$ cat src/rtl/smt_pkg.sv
// Shared types, constants and helper functions for the softmax with temperature block.
// Used by smt_div and softmax_with_temperature; depends on nothing else.
package smt_pkg;

    localparam int MAX_LEN         = 64;
    localparam int LOGIT_FRAC_BITS = 16;
    localparam int LOGIT_W         = 8 + LOGIT_FRAC_BITS;
    localparam int ADDR_W          = $clog2(MAX_LEN);
    localparam int CNT_W           = $clog2(MAX_LEN + 1);
    localparam int EXP_W           = 17;
    localparam int PROB_W          = 17;
    localparam int POS_W           = 6;
    localparam int SUM_W           = EXP_W + ADDR_W;
    localparam int TEMP_W          = 16;
    localparam int Z_W             = 32;
    localparam int LOG2E_W         = 17;
    localparam int PROD_W          = Z_W + LOG2E_W;
    localparam int FRAC_TAB_W      = 12;
    localparam int MUL_W           = EXP_W + FRAC_TAB_W;
    localparam int DIV_NUM_W       = 34;
    localparam int DIV_DEN_W       = 23;
    localparam int DIV_CNT_W       = $clog2(DIV_NUM_W);
    localparam int CFG_IDX_W       = 1;
    localparam int CFG_DATA_W      = 16;

    localparam logic [LOG2E_W-1:0] LOG2E_Q16 = 17'd94548;
    localparam logic [TEMP_W-1:0] TEMP_RESET = 16'd256;
    localparam logic signed [LOGIT_W-1:0] QMIN = {1'b1, {(LOGIT_W-1){1'b0}}};
    localparam logic signed [LOGIT_W-1:0] QMAX = {1'b0, {(LOGIT_W-1){1'b1}}};

    localparam logic [CFG_IDX_W-1:0] REG_TEMPERATURE  = 1'd0;
    localparam logic [CFG_IDX_W-1:0] REG_INPUT_FORMAT = 1'd1;

    typedef struct packed {
        logic [31:0] logit_bits;
        logic        last_element;
    } in_item_t;

    typedef struct packed {
        logic [PROB_W-1:0] probability;
        logic [POS_W-1:0]  position;
        logic              final_result;
        logic              truncated;
    } out_item_t;

    typedef struct packed {
        logic                 start;
        logic [DIV_NUM_W-1:0] num;
        logic [DIV_DEN_W-1:0] den;
    } div_req_t;

    typedef struct packed {
        logic                 done;
        logic                 busy;
        logic [DIV_NUM_W-1:0] quo;
    } div_rsp_t;

    typedef enum logic [3:0] {
        S_LOAD,
        S_EXP_RD,
        S_EXP_START,
        S_EXP_DIV,
        S_EXP_MUL,
        S_EXP_TAB,
        S_EXP_WR,
        S_NORM_RD,
        S_NORM_START,
        S_NORM_DIV,
        S_OUT
    } state_t;

    function automatic logic [EXP_W-1:0] pow2_frac(input logic [4:0] k);
        logic [EXP_W-1:0] v;
        unique case (k)
            5'd0:    v = 17'd65536;
            5'd1:    v = 17'd62757;
            5'd2:    v = 17'd60097;
            5'd3:    v = 17'd57549;
            5'd4:    v = 17'd55109;
            5'd5:    v = 17'd52773;
            5'd6:    v = 17'd50535;
            5'd7:    v = 17'd48393;
            5'd8:    v = 17'd46341;
            5'd9:    v = 17'd44376;
            5'd10:   v = 17'd42495;
            5'd11:   v = 17'd40693;
            5'd12:   v = 17'd38968;
            5'd13:   v = 17'd37316;
            5'd14:   v = 17'd35734;
            5'd15:   v = 17'd34219;
            5'd16:   v = 17'd32768;
            default: v = 17'd0;
        endcase
        return v;
    endfunction

    function automatic logic signed [LOGIT_W-1:0] to_fixed(input logic [31:0] bits);
        logic        neg;
        logic [7:0]  ex;
        logic [31:0] sig;
        logic [31:0] mag;
        int          sh;
        neg = bits[31];
        ex  = bits[30:23];
        sig = {8'd0, 1'b1, bits[22:0]};
        sh  = int'(ex) - 150 + LOGIT_FRAC_BITS;
        if (sh >= 0)
        begin
            mag = sig << sh;
        end
        else if (-sh >= 32)
        begin
            mag = 32'd0;
        end
        else
        begin
            mag = sig >> (-sh);
        end
        if (ex == 8'd0)
        begin
            return '0;
        end
        else if (ex == 8'd255 || int'(ex) - 127 >= 7)
        begin
            return neg ? QMIN : QMAX;
        end
        else
        begin
            return neg ? LOGIT_W'(-mag) : LOGIT_W'(mag);
        end
    endfunction

endpackage

$ cat src/rtl/smt_div.sv
// Restoring divider that produces one quotient bit per cycle.
// Depends on smt_pkg for operand widths and the request and response structs.
module smt_div (
    input  logic            clk,
    input  logic            rst_n,
    input  smt_pkg::div_req_t req,
    output smt_pkg::div_rsp_t rsp
);
    import smt_pkg::*;

    logic                 busy_reg;
    logic                 done_reg;
    logic [DIV_CNT_W-1:0] cnt_reg;
    logic [DIV_DEN_W-1:0] rem_reg;
    logic [DIV_NUM_W-1:0] quo_reg;
    logic [DIV_DEN_W-1:0] den_reg;
    logic [DIV_DEN_W:0]   trial;

    assign trial = {rem_reg, quo_reg[DIV_NUM_W-1]};

    always_ff @(posedge clk or negedge rst_n)
    begin
        if (!rst_n)
        begin
            busy_reg <= 1'b0;
            done_reg <= 1'b0;
            cnt_reg  <= '0;
        end
        else
        begin
            done_reg <= 1'b0;
            if (req.start)
            begin
                busy_reg <= 1'b1;
                cnt_reg  <= '0;
            end
            else if (busy_reg)
            begin
                cnt_reg <= cnt_reg + 1'b1;
                if (cnt_reg == DIV_CNT_W'(DIV_NUM_W - 1))
                begin
                    busy_reg <= 1'b0;
                    done_reg <= 1'b1;
                end
            end
        end
    end

    always_ff @(posedge clk)
    begin
        if (req.start)
        begin
            rem_reg <= '0;
            quo_reg <= req.num;
            den_reg <= req.den;
        end
        else if (busy_reg)
        begin
            if (trial >= {1'b0, den_reg})
            begin
                rem_reg <= DIV_DEN_W'(trial - {1'b0, den_reg});
                quo_reg <= {quo_reg[DIV_NUM_W-2:0], 1'b1};
            end
            else
            begin
                rem_reg <= trial[DIV_DEN_W-1:0];
                quo_reg <= {quo_reg[DIV_NUM_W-2:0], 1'b0};
            end
        end
    end

    assign rsp.done = done_reg;
    assign rsp.busy = busy_reg;
    assign rsp.quo  = quo_reg;

endmodule

$ cat src/rtl/softmax_with_temperature.sv
// Top level of the softmax with temperature block: load, exponent and normalize passes.
// Depends on smt_pkg and instantiates smt_div.
//
// Logits arrive on the in channel, one per transfer, as fp32 or bf16 bit patterns.
// Each accepted logit is converted to signed Q8.16 and written to the logit memory
// while the running maximum is tracked; a transfer without last_element produces
// no output. The transfer with last_element starts two passes over the stored
// elements. The exponent pass runs each element through the shared divider, which
// is skipped with temperature zero. The normalize pass also runs each element
// through the divider and is further held by any output stall.
// Probabilities leave on the out channel in element order, the last one flagged by
// final_result. While the passes run, in_ready is low. A stalled receiver holds the
// block in its output state with the transfer unchanged until it is taken. After the
// final transfer the block is empty and accepts the next vector. Elements beyond 64
// are dropped and flag truncated on every output of that vector. Reset empties the
// vector and restores temperature 1.0 and fp32 format; no memory clearing is needed.
// Configuration writes are always accepted and must be made while the block is idle.
module softmax_with_temperature (
    input  logic                               clk,
    input  logic                               rst_n,
    input  logic                               in_valid,
    output logic                               in_ready,
    input  smt_pkg::in_item_t                  in_data,
    output logic                               out_valid,
    input  logic                               out_ready,
    output smt_pkg::out_item_t                 out_data,
    input  logic                               cfg_valid,
    output logic                               cfg_ready,
    input  logic [smt_pkg::CFG_IDX_W-1:0]      cfg_index,
    input  logic [smt_pkg::CFG_DATA_W-1:0]     cfg_data
);
    import smt_pkg::*;

    state_t state_reg;
    state_t state_next;

    logic [TEMP_W-1:0]          temp_reg;
    logic                       fmt_reg;
    logic signed [LOGIT_W-1:0]  max_reg;
    logic [CNT_W-1:0]           count_reg;
    logic [SUM_W-1:0]           sum_reg;
    logic                       ovf_reg;
    logic [ADDR_W-1:0]          idx_reg;
    logic [Z_W-1:0]             z_reg;
    logic [PROD_W-1:0]          prod_reg;
    logic [MUL_W-1:0]           mult_reg;
    logic [3:0]                 k_reg;
    logic [4:0]                 n_reg;
    logic                       big_reg;
    out_item_t                  out_reg;

    logic signed [LOGIT_W-1:0]  logit_mem [MAX_LEN];
    logic [EXP_W-1:0]           exp_mem [MAX_LEN];
    logic signed [LOGIT_W-1:0]  logit_rdata_reg;
    logic [EXP_W-1:0]           exp_rdata_reg;

    logic                       in_fire;
    logic                       out_fire;
    logic [31:0]                bits;
    logic signed [LOGIT_W-1:0]  q;
    logic [LOGIT_W-1:0]         d;
    logic                       idx_last;
    logic [16:0]                n_full;
    logic [EXP_W-1:0]           tab_k;
    logic [EXP_W-1:0]           tab_diff;
    logic [EXP_W-1:0]           v;
    logic [EXP_W-1:0]           e;
    logic [DIV_NUM_W-1:0]       norm_num;
    div_req_t                   div_req;
    div_rsp_t                   div_rsp;

    assign in_fire   = in_valid && in_ready;
    assign out_fire  = out_valid && out_ready;
    assign cfg_ready = 1'b1;
    assign out_data  = out_reg;

    assign bits     = fmt_reg ? {in_data.logit_bits[15:0], 16'd0} : in_data.logit_bits;
    assign q        = to_fixed(bits);
    assign d        = LOGIT_W'(max_reg - logit_rdata_reg);
    assign idx_last = ({1'b0, idx_reg} == CNT_W'(count_reg - 1'b1));
    assign n_full   = prod_reg[PROD_W-1:LOGIT_FRAC_BITS+16];
    assign tab_k    = pow2_frac({1'b0, prod_reg[LOGIT_FRAC_BITS+15:LOGIT_FRAC_BITS+12]});
    assign tab_diff = tab_k - pow2_frac(5'(prod_reg[LOGIT_FRAC_BITS+15:LOGIT_FRAC_BITS+12])
                                        + 5'd1);
    assign v        = pow2_frac({1'b0, k_reg}) - EXP_W'(mult_reg >> FRAC_TAB_W);
    assign e        = big_reg ? '0 : (v >> n_reg);
    assign norm_num = {exp_rdata_reg, 16'd0} + DIV_NUM_W'(sum_reg >> 1);

    smt_div u_div (
        .clk   (clk),
        .rst_n (rst_n),
        .req   (div_req),
        .rsp   (div_rsp)
    );

    always_comb
    begin
        state_next = state_reg;
        unique case (state_reg)
            S_LOAD:
            begin
                if (in_fire && in_data.last_element)
                begin
                    state_next = S_EXP_RD;
                end
            end
            S_EXP_RD:     state_next = S_EXP_START;
            S_EXP_START:  state_next = (temp_reg == '0) ? S_EXP_MUL : S_EXP_DIV;
            S_EXP_DIV:
            begin
                if (div_rsp.done)
                begin
                    state_next = S_EXP_MUL;
                end
            end
            S_EXP_MUL:    state_next = S_EXP_TAB;
            S_EXP_TAB:    state_next = S_EXP_WR;
            S_EXP_WR:     state_next = idx_last ? S_NORM_RD : S_EXP_RD;
            S_NORM_RD:    state_next = S_NORM_START;
            S_NORM_START: state_next = (sum_reg == '0) ? S_OUT : S_NORM_DIV;
            S_NORM_DIV:
            begin
                if (div_rsp.done)
                begin
                    state_next = S_OUT;
                end
            end
            S_OUT:
            begin
                if (out_fire)
                begin
                    state_next = out_reg.final_result ? S_LOAD : S_NORM_RD;
                end
            end
            default:      state_next = S_LOAD;
        endcase
    end

    always_comb
    begin
        in_ready      = (state_reg == S_LOAD);
        out_valid     = (state_reg == S_OUT);
        div_req.start = ((state_reg == S_EXP_START) && (temp_reg != '0))
                        || ((state_reg == S_NORM_START) && (sum_reg != '0));
        if (state_reg == S_NORM_START)
        begin
            div_req.num = norm_num;
            div_req.den = DIV_DEN_W'(sum_reg);
        end
        else
        begin
            div_req.num = DIV_NUM_W'({d, 8'd0});
            div_req.den = DIV_DEN_W'(temp_reg);
        end
    end

    always_ff @(posedge clk or negedge rst_n)
    begin
        if (!rst_n)
        begin
            state_reg <= S_LOAD;
            temp_reg  <= TEMP_RESET;
            fmt_reg   <= 1'b0;
            max_reg   <= QMIN;
            count_reg <= '0;
            sum_reg   <= '0;
            ovf_reg   <= 1'b0;
            idx_reg   <= '0;
        end
        else
        begin
            state_reg <= state_next;
            if (cfg_valid && cfg_ready)
            begin
                if (cfg_index == REG_TEMPERATURE)
                begin
                    temp_reg <= cfg_data;
                end
                else if (cfg_index == REG_INPUT_FORMAT)
                begin
                    fmt_reg <= cfg_data[0];
                end
            end
            if (in_fire)
            begin
                if (count_reg < CNT_W'(MAX_LEN))
                begin
                    count_reg <= count_reg + 1'b1;
                    if (q > max_reg)
                    begin
                        max_reg <= q;
                    end
                end
                else
                begin
                    ovf_reg <= 1'b1;
                end
                if (in_data.last_element)
                begin
                    sum_reg <= '0;
                    idx_reg <= '0;
                end
            end
            if (state_reg == S_EXP_WR)
            begin
                sum_reg <= sum_reg + SUM_W'(e);
                idx_reg <= idx_last ? '0 : idx_reg + 1'b1;
            end
            if (out_fire)
            begin
                idx_reg <= out_reg.final_result ? '0 : idx_reg + 1'b1;
                if (out_reg.final_result)
                begin
                    max_reg   <= QMIN;
                    count_reg <= '0;
                    sum_reg   <= '0;
                    ovf_reg   <= 1'b0;
                end
            end
        end
    end

    always_ff @(posedge clk)
    begin
        if (in_fire && (count_reg < CNT_W'(MAX_LEN)))
        begin
            logit_mem[count_reg[ADDR_W-1:0]] <= q;
        end
        if (state_reg == S_EXP_RD)
        begin
            logit_rdata_reg <= logit_mem[idx_reg];
        end
        if (state_reg == S_EXP_WR)
        begin
            exp_mem[idx_reg] <= e;
        end
        if (state_reg == S_NORM_RD)
        begin
            exp_rdata_reg <= exp_mem[idx_reg];
        end
    end

    always_ff @(posedge clk)
    begin
        if ((state_reg == S_EXP_START) && (temp_reg == '0))
        begin
            z_reg <= Z_W'(d);
        end
        else if ((state_reg == S_EXP_DIV) && div_rsp.done)
        begin
            z_reg <= div_rsp.quo[Z_W-1:0];
        end
        if (state_reg == S_EXP_MUL)
        begin
            prod_reg <= PROD_W'(z_reg) * PROD_W'(LOG2E_Q16);
        end
        if (state_reg == S_EXP_TAB)
        begin
            mult_reg <= MUL_W'(tab_diff) * MUL_W'(prod_reg[LOGIT_FRAC_BITS+11:LOGIT_FRAC_BITS]);
            k_reg    <= prod_reg[LOGIT_FRAC_BITS+15:LOGIT_FRAC_BITS+12];
            n_reg    <= n_full[4:0];
            big_reg  <= (n_full >= 17'd17);
        end
        if (state_reg == S_NORM_START)
        begin
            out_reg.probability  <= '0;
            out_reg.position     <= POS_W'(idx_reg);
            out_reg.final_result <= idx_last;
            out_reg.truncated    <= ovf_reg;
        end
        else if ((state_reg == S_NORM_DIV) && div_rsp.done)
        begin
            out_reg.probability <= div_rsp.quo[PROB_W-1:0];
        end
    end

`ifndef ASSERT_OFF
    assert property (@(posedge clk) disable iff (!rst_n) out_valid |-> !in_ready)
        else $error("input accepted while an output is pending");
    assert property (@(posedge clk) disable iff (!rst_n) count_reg <= CNT_W'(MAX_LEN))
        else $error("element count exceeds the store depth");
    assert property (@(posedge clk) disable iff (!rst_n) div_req.start |-> !div_rsp.busy)
        else $error("divider started while busy");
    assert property (@(posedge clk) disable iff (!rst_n)
        out_fire && out_data.final_result |=> in_ready && (count_reg == '0))
        else $error("vector not cleared after its final transfer");
`endif

endmodule
$ cat config.mk
export PLATFORM = sky130hd
export DESIGN_NAME = softmax_with_temperature
export DESIGN_NICKNAME = d
export VERILOG_FILES = /design/src/rtl/smt_pkg.sv /design/src/rtl/smt_div.sv /design/src/rtl/softmax_with_temperature.sv
export SDC_FILE = /design/constraint.sdc
export NUM_CORES = 2
export LEC_CHECK = 0
export ABC_AREA = 1
export BUFFER_PORTS_ARGS = -buffer_cell sky130_fd_sc_hd__buf_2
export CAP_MARGIN = 10
export CORE_AREA = 2 2 552 554
export CTS_CLUSTER_DIAMETER = 30
export CTS_CLUSTER_SIZE = 28
export DETAILED_ROUTE_END_ITERATION = 8
export DIE_AREA = 0 0 554 556
export SLEW_MARGIN = 10
export SYNTH_ARGS = -nofsm -noshare
export SYNTH_HDL_FRONTEND = slang
export SYNTH_HIERARCHICAL = 1
export SYNTH_SLANG_ARGS = --single-unit
$ cat constraint.sdc
create_clock -name clk -period 9.75 [get_ports clk]
set_input_delay 1.95 -clock clk [delete_from_list [all_inputs] [get_ports clk]]
set_output_delay 1.95 -clock clk [all_outputs]
set_load 0.02 [all_outputs]
* Word level (Yosys, flattened, before mapping)
Memory sizes are Yosys's and may differ from the RTL's. A register that Yosys moved wholly into a read port is not among the register bits.
Cells that the tools add are included.
** Cells by class
- $add $sub $neg :: 16
- Multipliers :: 2
- Magnitude comparators :: 7
- Equality and inequality tests :: 17
- Shift operators :: 3
- Mux-type cells :: 62
- Bitwise logic cells :: 1
- Reduce and logical (&&, ||, !) cells :: 25
** Operators by type and width (count)
- 24-bit two-way mux :: 13
- 23-bit two-way mux :: 6
- 34-bit two-way mux :: 2
- 57-bit two-way mux :: 1
- 6-bit two-way mux :: 8
- 32-bit by 15-bit multiplier with 47-bit output, second input constant :: 1
- 4-bit one-hot mux with 11 select lines :: 1
- 33-bit by 22-bit adder with 34-bit output :: 1
- 17-bit subtractor :: 2
- 32-bit by 7-bit >= comparator with 1-bit output, second input constant :: 1
- 32-bit two-way mux :: 1
- 10-bit negator with 32-bit output :: 1
- 24-bit by 32-bit << shifter with 24-bit output :: 1
- 24-bit by 32-bit >> shifter with 24-bit output :: 1
- 17-bit by 12-bit multiplier with 29-bit output :: 1
- 7-bit two-way mux :: 4
- 24-bit by 23-bit >= comparator with 1-bit output :: 1
- 24-bit > comparator :: 1
- 4-bit two-way mux :: 6
- 24-bit negator :: 1
- 24-bit subtractor :: 1
- 23-bit by 17-bit adder with 23-bit output :: 1
- 23-bit zero test :: 1
- 23-bit nonzero test :: 1
- 36 further kinds :: 75
** Storage, ports and cells
- Register bits after elaboration :: 313
- Bits in writable memories :: 2624
- ROM bits :: 1088
- Memories :: 5
** Memory list
- logit_mem :: depth 64, width 24, read ports 1, clocked after memory_dff 1, write ports 1, RTL line softmax_with_temperature.sv:52 : logic signed [LOGIT_W-1:0] logit_mem [MAX_LEN];
- exp_mem :: depth 64, width 17, read ports 1, clocked after memory_dff 1, write ports 1, RTL line softmax_with_temperature.sv:53 : logic [EXP_W-1:0] exp_mem [MAX_LEN];
- (no name shown) :: depth 32, width 17, read ports 1, clocked after memory_dff 0, write ports 0, RTL line smt_pkg.sv:74 : unique case (k)
- (no name shown) :: depth 16, width 17, read ports 1, clocked after memory_dff 1, write ports 0, RTL line smt_pkg.sv:74
- (no name shown) :: depth 16, width 17, read ports 1, clocked after memory_dff 1, write ports 0, RTL line smt_pkg.sv:74

* Longest topological paths before layout
- Depth in word-level cells :: 17
- Gate-level depth with buffers :: 59
- Gate-level depth less buffers :: 56

* By module
The synthesis kept the hierarchy.
** Modules (own cells, without submodules)
- softmax_with_temperature :: instances 1, cells each 10028, area an instance 130221.1 sq um, sequential area each 86025.0 sq um
- smt_div :: instances 1, cells each 729, area an instance 5348.9 sq um, sequential area each 2372.3 sq um

* Worst setup path before layout
Ideal clock, no wire load.
- Path kind :: input-to-reg
- From :: in in_data[25] (netlist bit)
- To :: reg max_reg[16]
- Arrival :: 10.560 ns
- Data required time :: 9.672 ns
- Setup slack :: -0.888 ns
- Stages :: 50
- Cells stage by stage :: nand2_1 > nand2_4 > clkbuf_1 > ha_1 > inv_1 > nand3_1 > nand2_1 > nand2_1 > nand2_2 > inv_1 > ha_1 > inv_1 > nand3_1 > nand2_2 > nor2_2 > nand3_1 > ha_1 > nor4b_1 > [... 14 more ...] > nor2_4 > nand4_1 > nand3_1 > a31oi_1 > ha_1 > nand3_1 > nor4_1 > inv_1 > nor4_1 > nand2_1 > o2111ai_1 > xor2_1 > a211oi_1 > and2_1 > clkbuf_1 > clkbuf_1 > o21ai_0 > a21oi_1
** On the way
- Word-level cells in the longest chain between the ends :: 17
- Elaborated cells between the ends (all ways) :: 25
- Classes of those cells :: add/sub: 5; order compare: 4; eq/ne: 1; shift: 2; mux: 11; reduce/logical: 2
** RTL lines
- from (decl) :: RTL line softmax_with_temperature.sv:23 : input smt_pkg::in_item_t in_data,
- 32-bit two-way mux * :: RTL line softmax_with_temperature.sv:77 : assign bits = fmt_reg ? {in_data.logit_bits[15:0], 16'd0} : in_data.logit_bits;
- 8-bit by 8-bit subtractor with 9-bit output :: RTL line smt_pkg.sv:106 : sh = int'(ex) - 150 + LOGIT_FRAC_BITS;
- 9-bit by 6-bit adder with 10-bit output :: RTL line smt_pkg.sv:106
- 10-bit negator with 32-bit output :: RTL line smt_pkg.sv:111, smt_pkg.sv:117
- 32-bit by 7-bit >= comparator with 1-bit output / 24-bit by 32-bit >> shifter with 24-bit output (equally long branches) :: RTL line smt_pkg.sv:111, smt_pkg.sv:117
- 24-bit two-way mux :: RTL line smt_pkg.sv:111 : else if (-sh >= 32)
- 24-bit two-way mux :: RTL line smt_pkg.sv:107 : if (sh >= 0)
- 24-bit negator :: RTL line smt_pkg.sv:129 : return neg ? LOGIT_W'(-mag) : LOGIT_W'(mag);
- [... 2 more ...]
- 24-bit two-way mux * :: RTL line smt_pkg.sv:119 : if (ex == 8'd0)
- named net q[23] :: RTL line softmax_with_temperature.sv:60 : logic signed [LOGIT_W-1:0] q;
- 24-bit > comparator * :: RTL line softmax_with_temperature.sv:189 : if (q > max_reg)
- 24-bit two-way mux * :: RTL line softmax_with_temperature.sv:189
- 24-bit two-way mux * :: RTL line softmax_with_temperature.sv:186 : if (count_reg < CNT_W'(MAX_LEN))
- 24-bit two-way mux * :: RTL line softmax_with_temperature.sv:184 : if (in_fire)
- 24-bit two-way mux :: RTL line softmax_with_temperature.sv:212 : if (out_reg.final_result)
- 24-bit two-way mux * :: RTL line softmax_with_temperature.sv:209 : if (out_fire)
- to (signal assigned) :: RTL line softmax_with_temperature.sv:191 : max_reg <= q;
- to (decl) :: RTL line softmax_with_temperature.sv:39 : logic signed [LOGIT_W-1:0] max_reg;
The timed path passes the listed nets; every way through them passes the cells marked *.
A chain may end at the register's enable or synchronous reset.

* Worst setup path after layout
- From :: reg prod_reg[28]
- To :: reg mult_reg[26], data pin
** On the way
- Word-level cells in the longest chain between the ends :: 4
** RTL lines
- from (decl) :: RTL line softmax_with_temperature.sv:45 : logic [PROD_W-1:0] prod_reg;
- from (signal assigned) :: RTL line softmax_with_temperature.sv:255 : prod_reg <= PROD_W'(z_reg) * PROD_W'(LOG2E_Q16);
- 4-bit by 1-bit adder with 5-bit output :: RTL line softmax_with_temperature.sv:84 : + 5'd1);
- memory read 32 x 17 bit
- 17-bit subtractor :: RTL line softmax_with_temperature.sv:83 : assign tab_diff = tab_k - pow2_frac(5'(prod_reg[LOGIT_FRAC_BITS+15:LOGIT_FRAC_BITS+12])
- 17-bit by 12-bit multiplier with 29-bit output :: RTL line softmax_with_temperature.sv:259 : mult_reg <= MUL_W'(tab_diff) * MUL_W'(prod_reg[LOGIT_FRAC_BITS+11:LOGIT_FRAC_BITS]);
- to (signal assigned) :: RTL line softmax_with_temperature.sv:259
- to (decl) :: RTL line softmax_with_temperature.sv:46 : logic [MUL_W-1:0] mult_reg;
No other way between the ends.

==> run_results.csv <==
group,metric,value,unit
outcome,status,"completed",
sta,rsz0062_at_grt,"false",
drt,routed-via-count,91200,
synth,netlist_instances,10800,
min_path,holdCritPathClass,"register to register",
critical_path,path_class,"register to register",
placed_design,port_buffers,81,
power,p_comb_frac,0.427,
critical_path,r2r_cells,41,
drt,drt_iter0_markers,9912,
floorplan,core_area,302000,sq um
grt,grt_overflow,0,
synth,synth_area,136000,sq um
critical_path,cp.depth,41,
critical_path,worstPathRequired,10.45,ns
final_layout,final_core_util,0.531,
critical_path,start_kind,"register",
sta,timing.final.ws_setup,0.785,ns
critical_path,cp_slowest_cell,"fa_1",
final_layout,largest_register_ffs,1536,
placed_design,hpwl,252,mm
grt,grt_max_degree,106,
drt,drt_pass1_iterations,6,
min_path,hold_path_depth,0,
synth,avgSynthCellArea,12.6,sq um
drt,via_per_inst,5.84,
clock_network,clock_latency,1.01,ns
sta,fin_crit,8.97,ns
sta,worst_clock_skew,0.0776,ns
clock_network,cts_sinks,2986,
placed_design,place.gp.congestion,0.893,
floorplan,start_util,0.449,
power,swShare,0.386,
synth,synth_nets,11600,
drt,drt.antenna.violating_nets,0,
power,p_leak,60.1,nW
power,powerDensity,386,nW/um^2
sta,drv_slew,0,
placed_design,place_inst,14600,
final_layout,area_growth,18.2,%
grt,grt_pass1_vias,91000,
power,ir_drop,1490,uV
critical_path,cp.arrival,9.66,ns
clock_network,clockBufferDepth,4,
critical_path,worstSetupEndpointType,"register",
drt,wl,411,mm
floorplan,die_w,554,um
floorplan,ios,83,
clock_network,cts_root_buf,"clkbuf_16",
sta,period_share,0.920,
final_layout,nets,12000,
drt,wl_per_cell,26.3,um
sta,max_clock_freq,112,MHz
sta,final_hold_viol_count,0,
power,pwr-share-seq,0.274,
grt,grt_first_pass_wirelength,604,mm
final_layout,fin_cells,15600,
final_layout,drive_gt1_frac,0.131,
critical_path,crit_family,"adder cells",
drt,post-route-drc-count,0,
critical_path,cp_num_buf_inv,5,
clock_network,cts_max_level,6,
clock_network,cts_tree,"done",
sta,whs,0.469,ns
critical_path,cp_max_fo,8,
grt,grt_antenna_before_repair,12,
clock_network,clk_pin_slew,0.04,ns
power,power.total,0.0618,W
power,clkPwrFrac,0.299,
floorplan,die_area,308000,sq um
job,cap_violations,0,
floorplan,std_cell_rows,202,
floorplan,fp.dieH,556,um
grt,grt_usage,0.263,
placed_design,dpl_worst_slack,-0.0195,ns
critical_path,slowest_delay,0.59,ns
sta,worst_slew_pin_slew,1.30,ns
sta,relSlewSlack,0.135,
clock_network,cts_made_buffers,527,
sta,setup_viol,0,
power,switching_power,0.0238,W
synth,ys_warn_count,6,
power,p_int,0.0380,W
==> cell usage in the layout (no fill, tap or decap), drive strengths merged, types with 319 or more instances in the layout <==
master / n
inv: 974
buf: 384
edfxtp: 2814
nand4: 364
clkbuf: 590
ha: 441
fa: 319
nand3: 334
a21oi: 358
nand2: 2285
nor2: 521
a22oi: 389
==> worst paths after layout <==
kind	from	to	slack, ns
hold reg to reg	ovf_reg	out_data[0]	0.47
max in group asynchronous	rst_n	sum_reg[9]	7.52
setup reg to reg	prod_reg[28]	mult_reg[26]	0.78
min in group asynchronous	rst_n	temp_reg[2]	0.89
setup / recovery	prod_reg[28]	mult_reg[26]	0.78
hold / removal	ovf_reg	out_data[0]	0.47
==> final cells by class <==
class                      instances  area [sq um]
antenna                            5          12.5
clock buffer                     590         13600
clock inverter                   374          4570
fill                           24900        142000
inverter                         944          3540
multi-input combinational       6353         42300
sequential                      2986         88400
tap                             3978          4980
timing repair buffer             384          2900
==> metrics by stage <==
step / setup TNS, ns / area [sq um]
2_1_floorplan: 0 / 136000
3_3_place_gp: -0.303 / 142000
3_5_place_dp: -0.0195 / 142000
4_1_cts: 0 / 160000
5_1_grt: 0 / 160000
6_report: 0 / 160000
==> power groups by stage <==
stage | Sequential, W | Clock, W | Combinational (W)
6_report | 0.0169 | 0.0185 | 0.0264
5_1_grt | 0.0169 | 0.0192 | 0.0294
3_3_place_gp | 0.0171 | 0 | 0.0255
2_1_floorplan | 0.0171 | 0 | 0.0183
4_1_cts | 0.0169 | 0.0186 | 0.0263
3_5_place_dp | 0.0172 | 0 | 0.0259
==> routing by layer <==
metal	vias up	wire length, um	track usage
met5	-	46	0
met4	6	12900	0.0809
met3	693	35800	0.0452
met2	4324	191000	0.422
met1	46000	171000	0.366
li1	40200	-	-
==> repair_timing <==
action                                  CTS  global route
resized for setup                         0             5
endpoints found under the setup margin    0            30
hold buffers                              0             0
setup buffers                             0             0
Note: power is estimated with default switching activity, not from simulation.
